===== src/hw/rtl/obks_pkg.sv =====
package obks_pkg;

   localparam int MAX_ENTRIES_DEF = 64;

   // Operation codes of a request transaction.
   localparam logic [1:0] OP_LOAD   = 2'd0;
   localparam logic [1:0] OP_SEARCH = 2'd1;
   localparam logic [1:0] OP_CLEAR  = 2'd2;

   // Status codes of a response transaction.
   localparam logic [1:0] ST_DONE    = 2'd0;
   localparam logic [1:0] ST_MATCH   = 2'd1;
   localparam logic [1:0] ST_NOMATCH = 2'd2;
   localparam logic [1:0] ST_FULL    = 2'd3;

   // Layout of the packed move word.
   localparam int SQ_W          = 3;
   localparam int TO_FILE_LSB   = 0;
   localparam int TO_ROW_LSB    = 3;
   localparam int FROM_FILE_LSB = 6;
   localparam int FROM_ROW_LSB  = 9;
   localparam int PROMO_LSB     = 12;

   typedef struct packed {
      logic [1:0]  operation;
      logic [63:0] entry_key;
      logic [15:0] packed_move;
      logic [15:0] entry_weight;
      logic [31:0] learn_word;
      logic [15:0] min_weight;
   } req_type;

   typedef struct packed {
      logic [1:0]      status;
      logic [SQ_W-1:0] from_file;
      logic [SQ_W-1:0] from_row;
      logic [SQ_W-1:0] to_file;
      logic [SQ_W-1:0] to_row;
      logic [SQ_W-1:0] promotion;
      logic [15:0]     match_weight;
      logic [31:0]     match_learn;
      logic            last;
   } rsp_type;

   // One stored book entry, 128 bits wide.
   typedef struct packed {
      logic [63:0] key;
      logic [15:0] move;
      logic [15:0] weight;
      logic [31:0] learn;
   } entry_type;

   // Enables of the entry memory.
   typedef struct packed {
      logic wr_en;
      logic rd_en;
   } mem_ctl_type;

   function automatic rsp_type plain_rsp(input logic [1:0] status);
      rsp_type r;
      r        = '0;
      r.status = status;
      r.last   = 1'b1;
      return r;
   endfunction

   function automatic rsp_type match_rsp(input entry_type e, input logic last);
      rsp_type r;
      r.status       = ST_MATCH;
      r.from_file    = e.move[FROM_FILE_LSB +: SQ_W];
      r.from_row     = e.move[FROM_ROW_LSB +: SQ_W];
      r.to_file      = e.move[TO_FILE_LSB +: SQ_W];
      r.to_row       = e.move[TO_ROW_LSB +: SQ_W];
      r.promotion    = e.move[PROMO_LSB +: SQ_W];
      r.match_weight = e.weight;
      r.match_learn  = e.learn;
      r.last         = last;
      return r;
   endfunction

endpackage


===== src/hw/rtl/obks_seq.sv =====
module obks_seq #(
   parameter int MAX_ENTRIES = obks_pkg::MAX_ENTRIES_DEF,
   parameter int IDX_W       = 6,
   parameter int CNT_W       = 7
) (
   input  logic                  clock,
   input  logic                  reset,
   input  logic                  req_valid,
   output logic                  req_stall,
   input  obks_pkg::req_type     req_data,
   input  logic                  out_free,
   output logic                  push,
   output obks_pkg::rsp_type     push_data,
   output obks_pkg::mem_ctl_type mem_ctl,
   output logic [IDX_W-1:0]      wr_addr,
   output obks_pkg::entry_type   wr_data,
   output logic [IDX_W-1:0]      rd_addr,
   input  obks_pkg::entry_type   rd_data
);

   localparam logic S_IDLE = 1'b0;
   localparam logic S_SCAN = 1'b1;

   logic                state_ff, state_in;
   logic [CNT_W-1:0]    count_ff, count_in;
   logic [CNT_W-1:0]    issue_ff, issue_in;
   logic                dv_ff, dv_in;
   logic                pend_v_ff, pend_v_in;
   obks_pkg::entry_type pend_ff, pend_in;
   logic [63:0]         key_ff, key_in;
   logic [15:0]         min_ff, min_in;
   logic                hit;
   logic                blocked;

   assign hit = dv_ff && (rd_data.key == key_ff) && (rd_data.weight >= min_ff);
   // A second match cannot retire the held one while the output is busy.
   assign blocked = hit && pend_v_ff && !out_free;

   assign wr_addr = count_ff[IDX_W-1:0];
   assign rd_addr = issue_ff[IDX_W-1:0];
   assign wr_data = '{key: req_data.entry_key, move: req_data.packed_move,
                      weight: req_data.entry_weight, learn: req_data.learn_word};

   always_comb begin
      state_in      = state_ff;
      count_in      = count_ff;
      issue_in      = issue_ff;
      dv_in         = dv_ff;
      pend_v_in     = pend_v_ff;
      pend_in       = pend_ff;
      key_in        = key_ff;
      min_in        = min_ff;
      push          = 1'b0;
      push_data     = obks_pkg::plain_rsp(obks_pkg::ST_DONE);
      mem_ctl.wr_en = 1'b0;
      mem_ctl.rd_en = 1'b0;
      req_stall     = !((state_ff == S_IDLE) && out_free);
      case (state_ff)
         S_IDLE: begin
            if (req_valid && !req_stall) begin
               push = 1'b1;
               case (req_data.operation)
                  obks_pkg::OP_LOAD: begin
                     if (count_ff < CNT_W'(MAX_ENTRIES)) begin
                        mem_ctl.wr_en = 1'b1;
                        count_in      = count_ff + CNT_W'(1);
                     end else begin
                        push_data = obks_pkg::plain_rsp(obks_pkg::ST_FULL);
                     end
                  end
                  obks_pkg::OP_SEARCH: begin
                     push      = 1'b0;
                     state_in  = S_SCAN;
                     issue_in  = '0;
                     dv_in     = 1'b0;
                     pend_v_in = 1'b0;
                     key_in    = req_data.entry_key;
                     min_in    = req_data.min_weight;
                  end
                  obks_pkg::OP_CLEAR: begin
                     count_in = '0;
                  end
                  default: begin
                  end
               endcase
            end
         end
         S_SCAN: begin
            if (!dv_ff && (issue_ff == count_ff)) begin
               // Every entry has been read and checked: flush the held match, or report no match.
               if (out_free) begin
                  push      = 1'b1;
                  push_data = pend_v_ff ? obks_pkg::match_rsp(pend_ff, 1'b1)
                                        : obks_pkg::plain_rsp(obks_pkg::ST_NOMATCH);
                  state_in  = S_IDLE;
               end
            end else if (!blocked) begin
               if (hit) begin
                  if (pend_v_ff) begin
                     push      = 1'b1;
                     push_data = obks_pkg::match_rsp(pend_ff, 1'b0);
                  end
                  pend_in   = rd_data;
                  pend_v_in = 1'b1;
               end
               if (issue_ff < count_ff) begin
                  mem_ctl.rd_en = 1'b1;
                  issue_in      = issue_ff + CNT_W'(1);
                  dv_in         = 1'b1;
               end else begin
                  dv_in = 1'b0;
               end
            end
         end
         default: begin
            state_in = S_IDLE;
         end
      endcase
   end

   always_ff @(posedge clock) begin
      if (reset) begin
         state_ff  <= S_IDLE;
         count_ff  <= '0;
         issue_ff  <= '0;
         dv_ff     <= 1'b0;
         pend_v_ff <= 1'b0;
      end else begin
         state_ff  <= state_in;
         count_ff  <= count_in;
         issue_ff  <= issue_in;
         dv_ff     <= dv_in;
         pend_v_ff <= pend_v_in;
      end
   end

   always_ff @(posedge clock) begin
      pend_ff <= pend_in;
      key_ff  <= key_in;
      min_ff  <= min_in;
   end

   a_no_write_in_scan: assert property (@(posedge clock) disable iff (reset)
      (state_ff == S_SCAN) |-> !mem_ctl.wr_en)
      else $error("entry memory written during a search scan");

   a_count_bound: assert property (@(posedge clock) disable iff (reset)
      count_ff <= CNT_W'(MAX_ENTRIES))
      else $error("entry count beyond table depth");

   a_issue_bound: assert property (@(posedge clock) disable iff (reset)
      (state_ff == S_SCAN) |-> (issue_ff <= count_ff))
      else $error("scan read index beyond entry count");

   a_push_room: assert property (@(posedge clock) disable iff (reset)
      push |-> out_free)
      else $error("response pushed into a busy output register");

   a_read_valid: assert property (@(posedge clock) disable iff (reset)
      mem_ctl.rd_en |=> dv_ff)
      else $error("read data not flagged after a memory read");

endmodule


===== config.mk =====
export PLATFORM = sky130hd
export DESIGN_NAME = obks_seq
export DESIGN_NICKNAME = d
export VERILOG_FILES = /design/src/hw/rtl/obks_pkg.sv /design/src/hw/rtl/obks_seq.sv
export SDC_FILE = /design/constraint.sdc
export NUM_CORES = 1
export LEC_CHECK = 0
export CORE_AREA = 2 2 189 191
export CTS_CLUSTER_SIZE = 14
export DETAILED_ROUTE_END_ITERATION = 16
export DIE_AREA = 0 0 191 193
export DONT_BUFFER_PORTS = 1
export HOLD_SLACK_MARGIN = 0.1
export PLACE_DENSITY = 0.46
export SLEW_MARGIN = 5
export SYNTH_ARGS = -nofsm -noshare
export SYNTH_HDL_FRONTEND = slang
export SYNTH_SLANG_ARGS = --single-unit

===== constraint.sdc =====
create_clock -name clock -period 6.5 [get_ports clock]
set_input_delay 0.65 -clock clock [delete_from_list [all_inputs] [get_ports clock]]
set_output_delay 0.65 -clock clock [all_outputs]
set_load 0.01 [all_outputs]

### Yosys cells after proc, flatten, opt, wreduce, memory -nomap -nowiden

Cells that the tools add are included.

| operators by class | value |
|---|---|
| add/sub/neg operators | 2 |
| $lt $le $gt $ge | 3 |
| equality and inequality tests | 11 |
| mux-type cells | 48 |
| bitwise operators | 3 |
| reductions and logical operators | 18 |

Operators with widths:

| operator | count |
|---|---|
| $mux 66 | 6 |
| $mux 65 | 3 |
| $pmux 66 s2 | 1 |
| $eq 64x64->1 | 1 |
| $mux 7 | 6 |
| $pmux 7 s2 | 2 |
| $mux 1 | 26 |
| $ge 16x16->1 | 1 |
| $add 7x1->7 const B | 2 |
| $reduce_and 4->1 | 3 |
| $reduce_and 5->1 | 2 |
| $ne 2x1->1 const B | 4 |
| $pmux 1 s2 | 4 |
| $eq 7x7->1 | 1 |
| $logic_and 1x1->1 | 7 |
| $lt 7x7->1 | 1 |
| $lt 7x7->1 const B | 1 |
| $ne 2x2->1 const B | 3 |
| $logic_not 1->1 | 3 |
| $not 1->1 | 3 |
| $reduce_and 3->1 | 1 |
| $eq 2x1->1 const B | 1 |
| $eq 2x2->1 const B | 1 |
| $logic_not 2->1 | 1 |
| $reduce_bool 2->1 | 1 |

| storage, ports and cells | value |
|---|---|
| flip-flop bits (word level) | 160 |
| bits of input ports | 278 |
| output and inout port bits | 210 |
| logic and storage cells | 95 |

### Longest topological paths before layout

Gate-level depths: netlist of the first run.

| logic depth | value |
|---|---|
| depth in word-level cells | 8 |
| gate-level depth with buffers | 11 |

### Least setup slack after synthesis of the first run

OpenSTA, ideal clock, no wires.

| path | value |
|---|---|
| path kind | input -> register |
| from | in rd_data[43] (netlist name) |
| to | reg pend_ff[0] (netlist name), enable pin |
| setup time | 0.417 ns |
| arrival time | 3.585 ns |
| path slack | 2.498 ns |
| stages on the path | 7 |
| buffers on the path | 0 |
| path through | ha_1 > nand4_1 > a2111oi_0 > a211oi_1 > or3_1 > or3_1 > inv_1 |

| between the ends | value |
|---|---|
| word-level cells in the longest chain between the ends | 6 |

RTL lines:

| element | RTL line | RTL |
|---|---|---|
| start, declared | obks_seq.sv:18 | `input obks_pkg::entry_type rd_data` |
| $ge 16x16->1 * | obks_seq.sv:35 | `assign hit = dv_ff && (rd_data.key == key_ff) && (rd_data.weight >= min_ff);` |
| $logic_and 1x1->1 * | obks_seq.sv:35 |  |
| $logic_and 1x1->1 (2 in series) | obks_seq.sv:37 | `assign blocked = hit && pend_v_ff && !out_free;` |
| $not 1->1 (no source line) | n/a |  |
| $reduce_and 4->1 (no source line) * | n/a |  |
| end signal, assigned | obks_seq.sv:138 | `pend_ff <= pend_in;` |
| end, declared | obks_seq.sv:29 | `obks_pkg::entry_type pend_ff, pend_in;` |

Mark *: on every way between the ends. The rest lies on a longest branch, timed or not.
A chain may end at the register's enable or synchronous reset.

==> results of run 1 <==
==> registers in the layout (all words and copies together), names as in the netlist <==
signal / cells
count_ff: 7
dv_ff: 1
issue_ff: 7
key_ff: 64
min_ff: 16
pend_ff: 63
pend_v_ff: 1
state_ff: 1
==> per-layer routing <==
| metal | vias up | track usage [%] |
|---|---|---|
| met5 | - | 0 |
| met4 | 2 | 6.29 |
| met3 | 51 | 5.74 |
| met2 | 253 | 20.0 |
| met1 | 1886 | 9.76 |
| li1 | 1858 | - |
==> worst max-delay path, cell delays in order, from the launching register on <==
cell and delay [ns]:
edfxtp_1 0.38, xnor2_1 0.18, nand4_1 0.16, nor4_1 0.51, nand4_1 0.40, or3_1 0.50
a21oi_4 0.76, buf_4 0.33, and2_1 0.22
==> worst paths after layout <==
check,startpoint,end,slack [ns],cells after the start
max reg2reg,key_ff[17]$_DFFE_PP_,pend_ff[35]$_DFFE_PP_,2.68,8
min reg2reg,pend_v_ff$_SDFFE_PP0P_,pend_v_ff$_SDFFE_PP0P_,0.51,2
max,key_ff[17]$_DFFE_PP_,push_data[29],1.93,8
min,reset,issue_ff[1]$_SDFFE_PP0P_,0.27,1
==> final cells by class <==
type,count,area (µm²)
diodes,3,7.51
multi-input cells,295,2130
clock inverters,13,175
repair buffers,5,37.5
inverters,38,146
well taps,461,577
fillers,3674,26800
clock buffers,19,433
flip-flops and latches,160,4630
==> through the flow <==
| stage | setup slack, ns | power, mW | hold slack (ns) |
|---|---|---|---|
| 6_report | 1.93 | 2.27 | 0.274 |
| 4_1_cts | 1.59 | 2.31 | 0.230 |
| 2_1_floorplan | 2.50 | 1.30 | 0.471 |
| 5_1_grt | 1.40 | 2.36 | 0.241 |
| 3_5_place_dp | 1.85 | 1.23 | 0.498 |
| 3_3_place_gp | 1.94 | 1.23 | 0.482 |
==> kinds of logic (layout without fill, tap and decap cells) <==
group | count (synthesis) | count (layout) | synth area share [%]
buf+inv | 187 | 75 | 15.5
flops | 160 | 160 | 57.8
simple gates | 151 | 151 | 11.0
compound gates | 59 | 59 | 5.11
xor+xnor | 59 | 59 | 6.45
fa+ha+maj | 25 | 25 | 3.90
mux | 1 | 1 | 0.125
other cells | 0 | 3 | 0
==> where the power goes <==
part           internal, mW  switching, mW
Clock                 0.614          0.445
Sequential             1.14        0.00757
Combinational        0.0313         0.0320
==> synthesized netlist by cell type (all sizes together) (9+ instances only) <==
master	count	area, µm²
a21oi	12	71.3
and2	63	394
buf	141	1060
dfxtp	17	340
edfxtp	143	4290
ha	25	313
inv	38	145
nand2	12	52.6
nand3	9	45.0
nand4	17	106
nor2	13	48.8
o211ai	9	67.6
o21ai	9	45.0
xnor2	51	447
==> flow_summary.ini, run 1 <==
[outcome]
status = finished clean

[routing]
highest_layer = met5
wl_met3_um = 2310
ant_nets = 0
via_per_inst = 4.07
drc = 0
wl_per_cell_um = 20.7
drt_iter0_drc = 165
dr.pass1.iters = 4
met1_length_um = 6640
via_count = 4050
wl_met2_um = 10800
routed_wl_um = 20600

[floorplanning]
num_io_pins = 488
core-area_um2 = 35000
die_y_um = 193
rows = 69
start_util_pct = 22.9
fp.dieW_um = 191
die_area_um2 = 36900

[sta]
fin_crit_sh_pct = 70.3
timing.final.crit_period_ns = 4.57
grt_setup_unrepaired = false
worstMarginPinSlew_ns = 0.939
final.setup.tns_ns = 0
setup_violations = 0
finalHoldViolCount = 0
skew_ns = 0.0108
timing.final.max_slew_violations = 0
fmax_ghz = 0.219
slew_headroom_pct = 37.2

[synth]
synth_seq_area_share_pct = 57.8
async_reset_ff_share_pct = 0
synth_edf_count = 143
yosysWarnings = 0
syn_avg_cell_area_um2 = 12.5
synth_fp_nets = 945
synth_ff_type = edfxtp_1
synth_cell_types = 45
synth-seq-cells = 160
syn-cell-area_um2 = 8010
synthCells = 642

[clock_tree]
ctsHoldBuffers = 0
cts_tree = yes
clk_path_buf_depth = 2
clk_latency_ns = 0.44
cts-root-buf = clkbuf_16
clkSlewWorstSetupHoldPaths_ns = 0.07
post_cts_resized = 0
htreeDepth = 4
post_cts_buffers = 0
clock_sinks = 160
cts_inserted_buffers = 17

[setup_path]
crit_path_max_fanout = 48
worstPathArrival_ns = 3.92
critical_path_class = flip-flop to output pin
end_kind = output pin
startpoint_type = flip-flop
required_ns = 5.85

[layout]
final_core_util_pct = 23.3
fin_nets = 820
final_cell_mix = 143 x edfxtp_1, 63 x and2_1, 51 x xnor2_1, 35 x inv_1, 25 x ha_1
fin_cells = 994
area_growth_pct = 1.64
drive_above_1_share_pct = 7.92
final_common_cell = edfxtp_1
stdcell_area_um2 = 8140

[grt]
grt_pass1_wl_um = 27900
antenna_found_initial = 4
first_global_vias = 4164
overflow = 0
track_usage_pct = 11.0
grt_start_max_net_pins = 54

[placed_design]
portBuffers = 0
place_area_um2 = 7530
dpl.cell_count = 959
dp_hpwl_um = 16600
gp_congestion = 0.769

[power]
peakVddDrop_mv = 0.325
pwr_density_cell_nw_per_um2 = 278
p_leak_nw = 2.70

[flow_run]
cap_violations = 0

[min_path]
hold_class = input port to flip-flop
Note: power is estimated with default switching activity, not from simulation.
==> run 2: changes to the inputs <==
Clock period 6.5 ns to 4.76 ns, I/O delays scaled along.
==> run 2 against run 1 <==
Largest power group unchanged. Clock-buffer cell count down 2. Largest cell class unchanged. Non-clock buffer count is 144 higher. Register-to-register slack got worse by 1.3 ns. Critical path type unchanged. Global-route usage up 0.81 points. Clock power rose by 35%. Sequential share of layout area shrank 8.6 points. Core utilization is 4.1 points higher. Via count up 15%. First-iteration DRC count grew 32%. Critical endpoint is now push_data[44]. Flip-flop and latch count unchanged.
==> flow_summary.ini, run 2 (synthesis results as in run 1) <==
[setup_path]
required_ns = 4.28
cpMaxStageDelayCell = or3_1
max_stage_delay_ns = 0.51
crit_path_max_fanout = 64
end_kind = output pin
crit_top_cell = nand4_1
worstPathArrival_ns = 3.51
critical_path_class = flip-flop to output pin
startpoint_type = flip-flop
cp_cell_sequence = xnor2_1, nand4_1, nor4_1, nand4_1, or3_1, a21oi_4, buf_4, and2_1

[sta]
timing.final.max_slew_violations = 0
skew_ns = 0.0136
timing.final.crit_period_ns = 3.98
fin_crit_sh_pct = 83.7
slew_headroom_pct = 37.6
worstMarginPinSlew_ns = 0.927
final.setup.tns_ns = 0
setup_violations = 0
finalHoldViolCount = 0
grt_setup_unrepaired = false
fmax_ghz = 0.251

[power]
pwr_density_cell_nw_per_um2 = 331
peakVddDrop_mv = 0.276
p_leak_nw = 3.30

[clock_tree]
post_cts_resized = 0
clk_latency_ns = 0.45
ctsHoldBuffers = 144
cts-root-buf = clkbuf_16
post_cts_buffers = 0
cts_inserted_buffers = 17
clock_sinks = 160
clkSlewWorstSetupHoldPaths_ns = 0.07
cts_tree = yes
htreeDepth = 4
clk_path_buf_depth = 2

[layout]
drive_above_1_share_pct = 6.53
area_growth_pct = 19.6
fin_cells = 1137
reg_top3 = key_ff x64, pend_ff x63, min_ff x16
stdcell_area_um2 = 9590
largest_register_ffs = 64
final_common_cell = dlygate4sd3_1
fin_nets = 964
final_core_util_pct = 27.4
nFillCells = 3567
final_cell_mix = 144 x dlygate4sd3_1, 143 x edfxtp_1, 63 x and2_1, 51 x xnor2_1, 35 x inv_1
top_register = key_ff

[grt]
grt_start_max_net_pins = 65
overflow = 0
antenna_found_initial = 8
grt_pass1_wl_um = 30300
grt_use_met3_pct = 5.41
track_usage_pct = 11.8
use_met2_pct = 22.6
use_met1_pct = 10.1
first_global_vias = 4933
grt_busiest_layer = met2

[placed_design]
dp_hpwl_um = 16600
place_area_um2 = 7540
portBuffers = 0
dpl.cell_count = 959
gp_congestion = 0.765

[routing]
drc = 0
drt_iter0_drc = 218
ant_nets = 0
via_count = 4647
via_per_inst = 4.09
wl_per_cell_um = 19.3
routed_wl_um = 22000
dr.pass1.iters = 4

[min_path]
hold_class = input port to flip-flop

[floorplanning]
core-area_um2 = 35000
die_area_um2 = 36900
fp.dieW_um = 191
num_io_pins = 488
die_y_um = 193
rows = 69
start_util_pct = 22.9

[flow_run]
cap_violations = 0

[outcome]
status = finished clean
## run 2: cell count changes in the layout (fill, tap and decap cells not counted), sizes merged
cell	delta
bufinv	-1
clkbuf	-2
clkinv	+2
diode	-1
dlygate4sd3	+144
inv	+1
## run 2: stage by stage
step | setup WS [ns] | hold WS, ns | total power [mW]
2_1_floorplan | 0.932 | 0.471 | 1.77
3_3_place_gp | 1.03 | 0.489 | 1.68
3_5_place_dp | 1.00 | 0.494 | 1.68
4_1_cts | 0.555 | 0.207 | 3.23
5_1_grt | 0.393 | 0.221 | 3.30
6_report | 0.775 | 0.241 | 3.18
## run 2: area by class of cell
class | instances | area [µm²] | share of cell area (%)
Antenna cell | 2 | 5.00 | 0.0522
Clock buffer | 17 | 425 | 4.44
Clock inverter | 15 | 174 | 1.81
Inverter | 38 | 146 | 1.53
Multi-Input combinational cell | 295 | 2130 | 22.3
Sequential cell | 160 | 4630 | 48.3
Tap cell | 461 | 577 | 6.02
Timing Repair Buffer | 149 | 1490 | 15.6
## run 2: per-layer routing
layer | up-vias | routed length, µm
met5 | - | 26
met4 | 4 | 883
met3 | 67 | 2320
met2 | 283 | 11900
met1 | 2143 | 6830
li1 | 2150 | -
## run 2: power breakdown
part / switching [mW] / leakage [nW] / total, mW / internal [mW]
sequential: 0.0105 / 1.43 / 1.56 / 1.55
clock: 0.637 / 0.294 / 1.43 / 0.790
combinational: 0.0658 / 1.58 / 0.188 / 0.122
total: 0.713 / 3.30 / 3.18 / 2.46
## run 2: critical path, delay by kind of cell, from the launching register on
| kind | cells | cell delay [ns] |
|---|---|---|
| flip-flops | 1 | 0.40 |
| XOR/XNOR | 1 | 0.18 |
| AND/OR/NAND/NOR | 5 | 1.87 |
| AO/OA/AOI/OAI | 1 | 0.16 |
| buffers and inverters | 1 | 0.40 |
## run 2: final timing paths
kind	start	end	slack (ns)	depth (start not counted)
setup / recovery	key_ff[17]$_DFFE_PP_	push_data[44]	0.78	8
hold / removal	reset	issue_ff[5]$_SDFFE_PP0P_	0.24	2
setup reg to reg	key_ff[17]$_DFFE_PP_	pend_ff[49]$_DFFE_PP_	1.39	8
hold reg to reg	pend_v_ff$_SDFFE_PP0P_	pend_v_ff$_SDFFE_PP0P_	0.51	2
==> run 3: changes to the inputs <==
Settings changed: PLACE_DENSITY 0.46 to 0.47.
Clock period 4.76 ns to 3.37 ns, I/O delays scaled along.
==> run 3 against run 2 <==
Clock power is 30% higher. Critical path depth is 3 higher. Sequential share of layout area is 2.2 points lower. First-iteration DRC count is 7.8% higher. Power is 37% higher. Register-to-register slack worse by 1.0 ns. Flip-flop and latch count stayed put. Cell area is 4.7% higher. Via count is 1.3% higher. Core utilization is 1.3 points higher. Non-clock buffer count is 17 higher. Critical endpoint is now push_data[56]. Largest cell class unchanged.
==> flow_summary.ini, run 3 (synthesis results as in run 1) <==
[routing]
wl_met2_um = 12000
wl_per_cell_um = 18.9
routed_wl_um = 21800
via_per_inst = 4.09
ant_nets = 0
drt_iter0_drc = 235
met1_length_um = 7420
dr.pass1.iters = 4
via_count = 4709
wl_met3_um = 1730
highest_layer = met4
drc = 0

[setup_path]
end_kind = output pin
worstSetupStartpoint = min_ff[11]$_DFFE_PP_
required_ns = 3.03
worstPathArrival_ns = 2.92
critical_path_class = flip-flop to output pin
crit_path_max_fanout = 20
worstReg2RegStart = min_ff[11]$_DFFE_PP_
startpoint_type = flip-flop

[layout]
drive_above_1_share_pct = 19.7
fin_nets = 981
fin_cells = 1151
nFillCells = 3539
largest_register_ffs = 64
top_register = key_ff
reg_top3 = key_ff x64, pend_ff x63, min_ff x16
area_growth_pct = 25.3
antenna_cells = 0
final_common_cell = dlygate4sd3_1
final_cell_mix = 144 x dlygate4sd3_1, 143 x edfxtp_1, 63 x and2_4, 50 x xnor2_1, 34 x inv_1

[grt]
grt_start_max_net_pins = 47
track_usage_pct = 11.3
overflow = 0
first_global_vias = 4887
grt_pass1_wl_um = 29500
antenna_found_initial = 1

[clock_tree]
clk_path_buf_depth = 2
cts_inserted_buffers = 17
cts_tree = yes
cts-root-buf = clkbuf_16
clkSlewWorstSetupHoldPaths_ns = 0.07
clock_sinks = 160
htreeDepth = 4
clk_latency_ns = 0.44

[floorplanning]
die_area_um2 = 36900
die_y_um = 193
start_util_pct = 22.9
fp.dieW_um = 191
core-area_um2 = 35000
num_io_pins = 488
rows = 69

[sta]
skew_ns = 0.0143
timing.final.crit_period_ns = 3.26
slew_headroom_pct = 36.5
finalHoldViolCount = 0
fin_crit_sh_pct = 96.7
grt_setup_unrepaired = true
timing.final.max_slew_violations = 0
setup_violations = 0
fmax_ghz = 0.307
worstMarginPinSlew_ns = 0.944

[min_path]
hold_start = reset
hold_class = input port to flip-flop

[flow_run]
cap_violations = 0

[power]
power_mw = 4.34
pwr_density_cell_nw_per_um2 = 432
p_leak_nw = 3.48
peakVddDrop_mv = 0.370

[placed_design]
dpl.cell_count = 965
gp_congestion = 0.782
dp_hpwl_um = 16100
portBuffers = 0

[outcome]
status = finished clean
[run 3: final timing paths]
path,to,slack (ns),cells after the start
hold / removal,count_ff[4]$_SDFFE_PP0P_,0.17,2
hold reg to reg,pend_v_ff$_SDFFE_PP0P_,0.52,2
setup / recovery,push_data[56],0.11,11
setup reg to reg,pend_ff[7]$_DFFE_PP_,0.37,10
[run 3: where the power goes]
| group | total [mW] | switching, mW | internal [mW] | leakage (nW) |
|---|---|---|---|---|
| combinational | 0.281 | 0.101 | 0.180 | 1.78 |
| sequential | 2.20 | 0.0135 | 2.19 | 1.43 |
| clock | 1.86 | 0.889 | 0.966 | 0.267 |
| total | 4.34 | 1.00 | 3.34 | 3.48 |
[run 3: layout make-up]
class / instances / area, µm² / share of cell area, %
flip-flops and latches: 160 / 4630 / 46.2
multi-input cells: 295 / 2390 / 23.8
repair buffers: 166 / 1740 / 17.3
well taps: 461 / 577 / 5.75
clock buffers: 17 / 425 / 4.24
inverters: 38 / 150 / 1.50
clock inverters: 14 / 126 / 1.26
[run 3: timing repair]
action                                 4_1_cts  5_1_grt
setup endpoints to repair                   67       65
endpoints found under the hold margin      155        0
gates resized for setup                     74       10
buffers inserted                             6        1
pin swaps                                    6       14
cloned                                       1        3
hold buffers                               144        0
[run 3: worst max-delay path, stage by stage (launching register included)]
cell       delay [ns]
edfxtp_1         0.33
inv_1            0.08
ha_4             0.28
nand4_1          0.14
a2111oi_4        0.32
a211oi_2         0.11
buf_4            0.16
or3_4            0.41
a21oi_4          0.16
buf_12           0.17
buf_16           0.16
and2_4           0.16
[run 3: through the flow]
step           utilization (%)  worst slack (ns)  instance area (µm²)  hold WS, ns  TNS [ns]
2_1_floorplan                -             0.154                 8020        0.436         0
3_3_place_gp              21.8            0.0685                 7630        0.409         0
3_5_place_dp              21.8            0.0598                 7630        0.410         0
4_1_cts                   28.3          -0.00439                 9910        0.133  -0.00699
5_1_grt                   28.7           -0.0733                10000        0.164     -3.81
6_report                  28.7             0.112                10000        0.167         0
[run 3: metal layers]
metal  vias to the layer above  track usage [%]
met3                        45             4.47
met1                      2210             10.2
met5                         -                0
li1                       2183                -
met2                       271             21.5
met4                         0             6.11
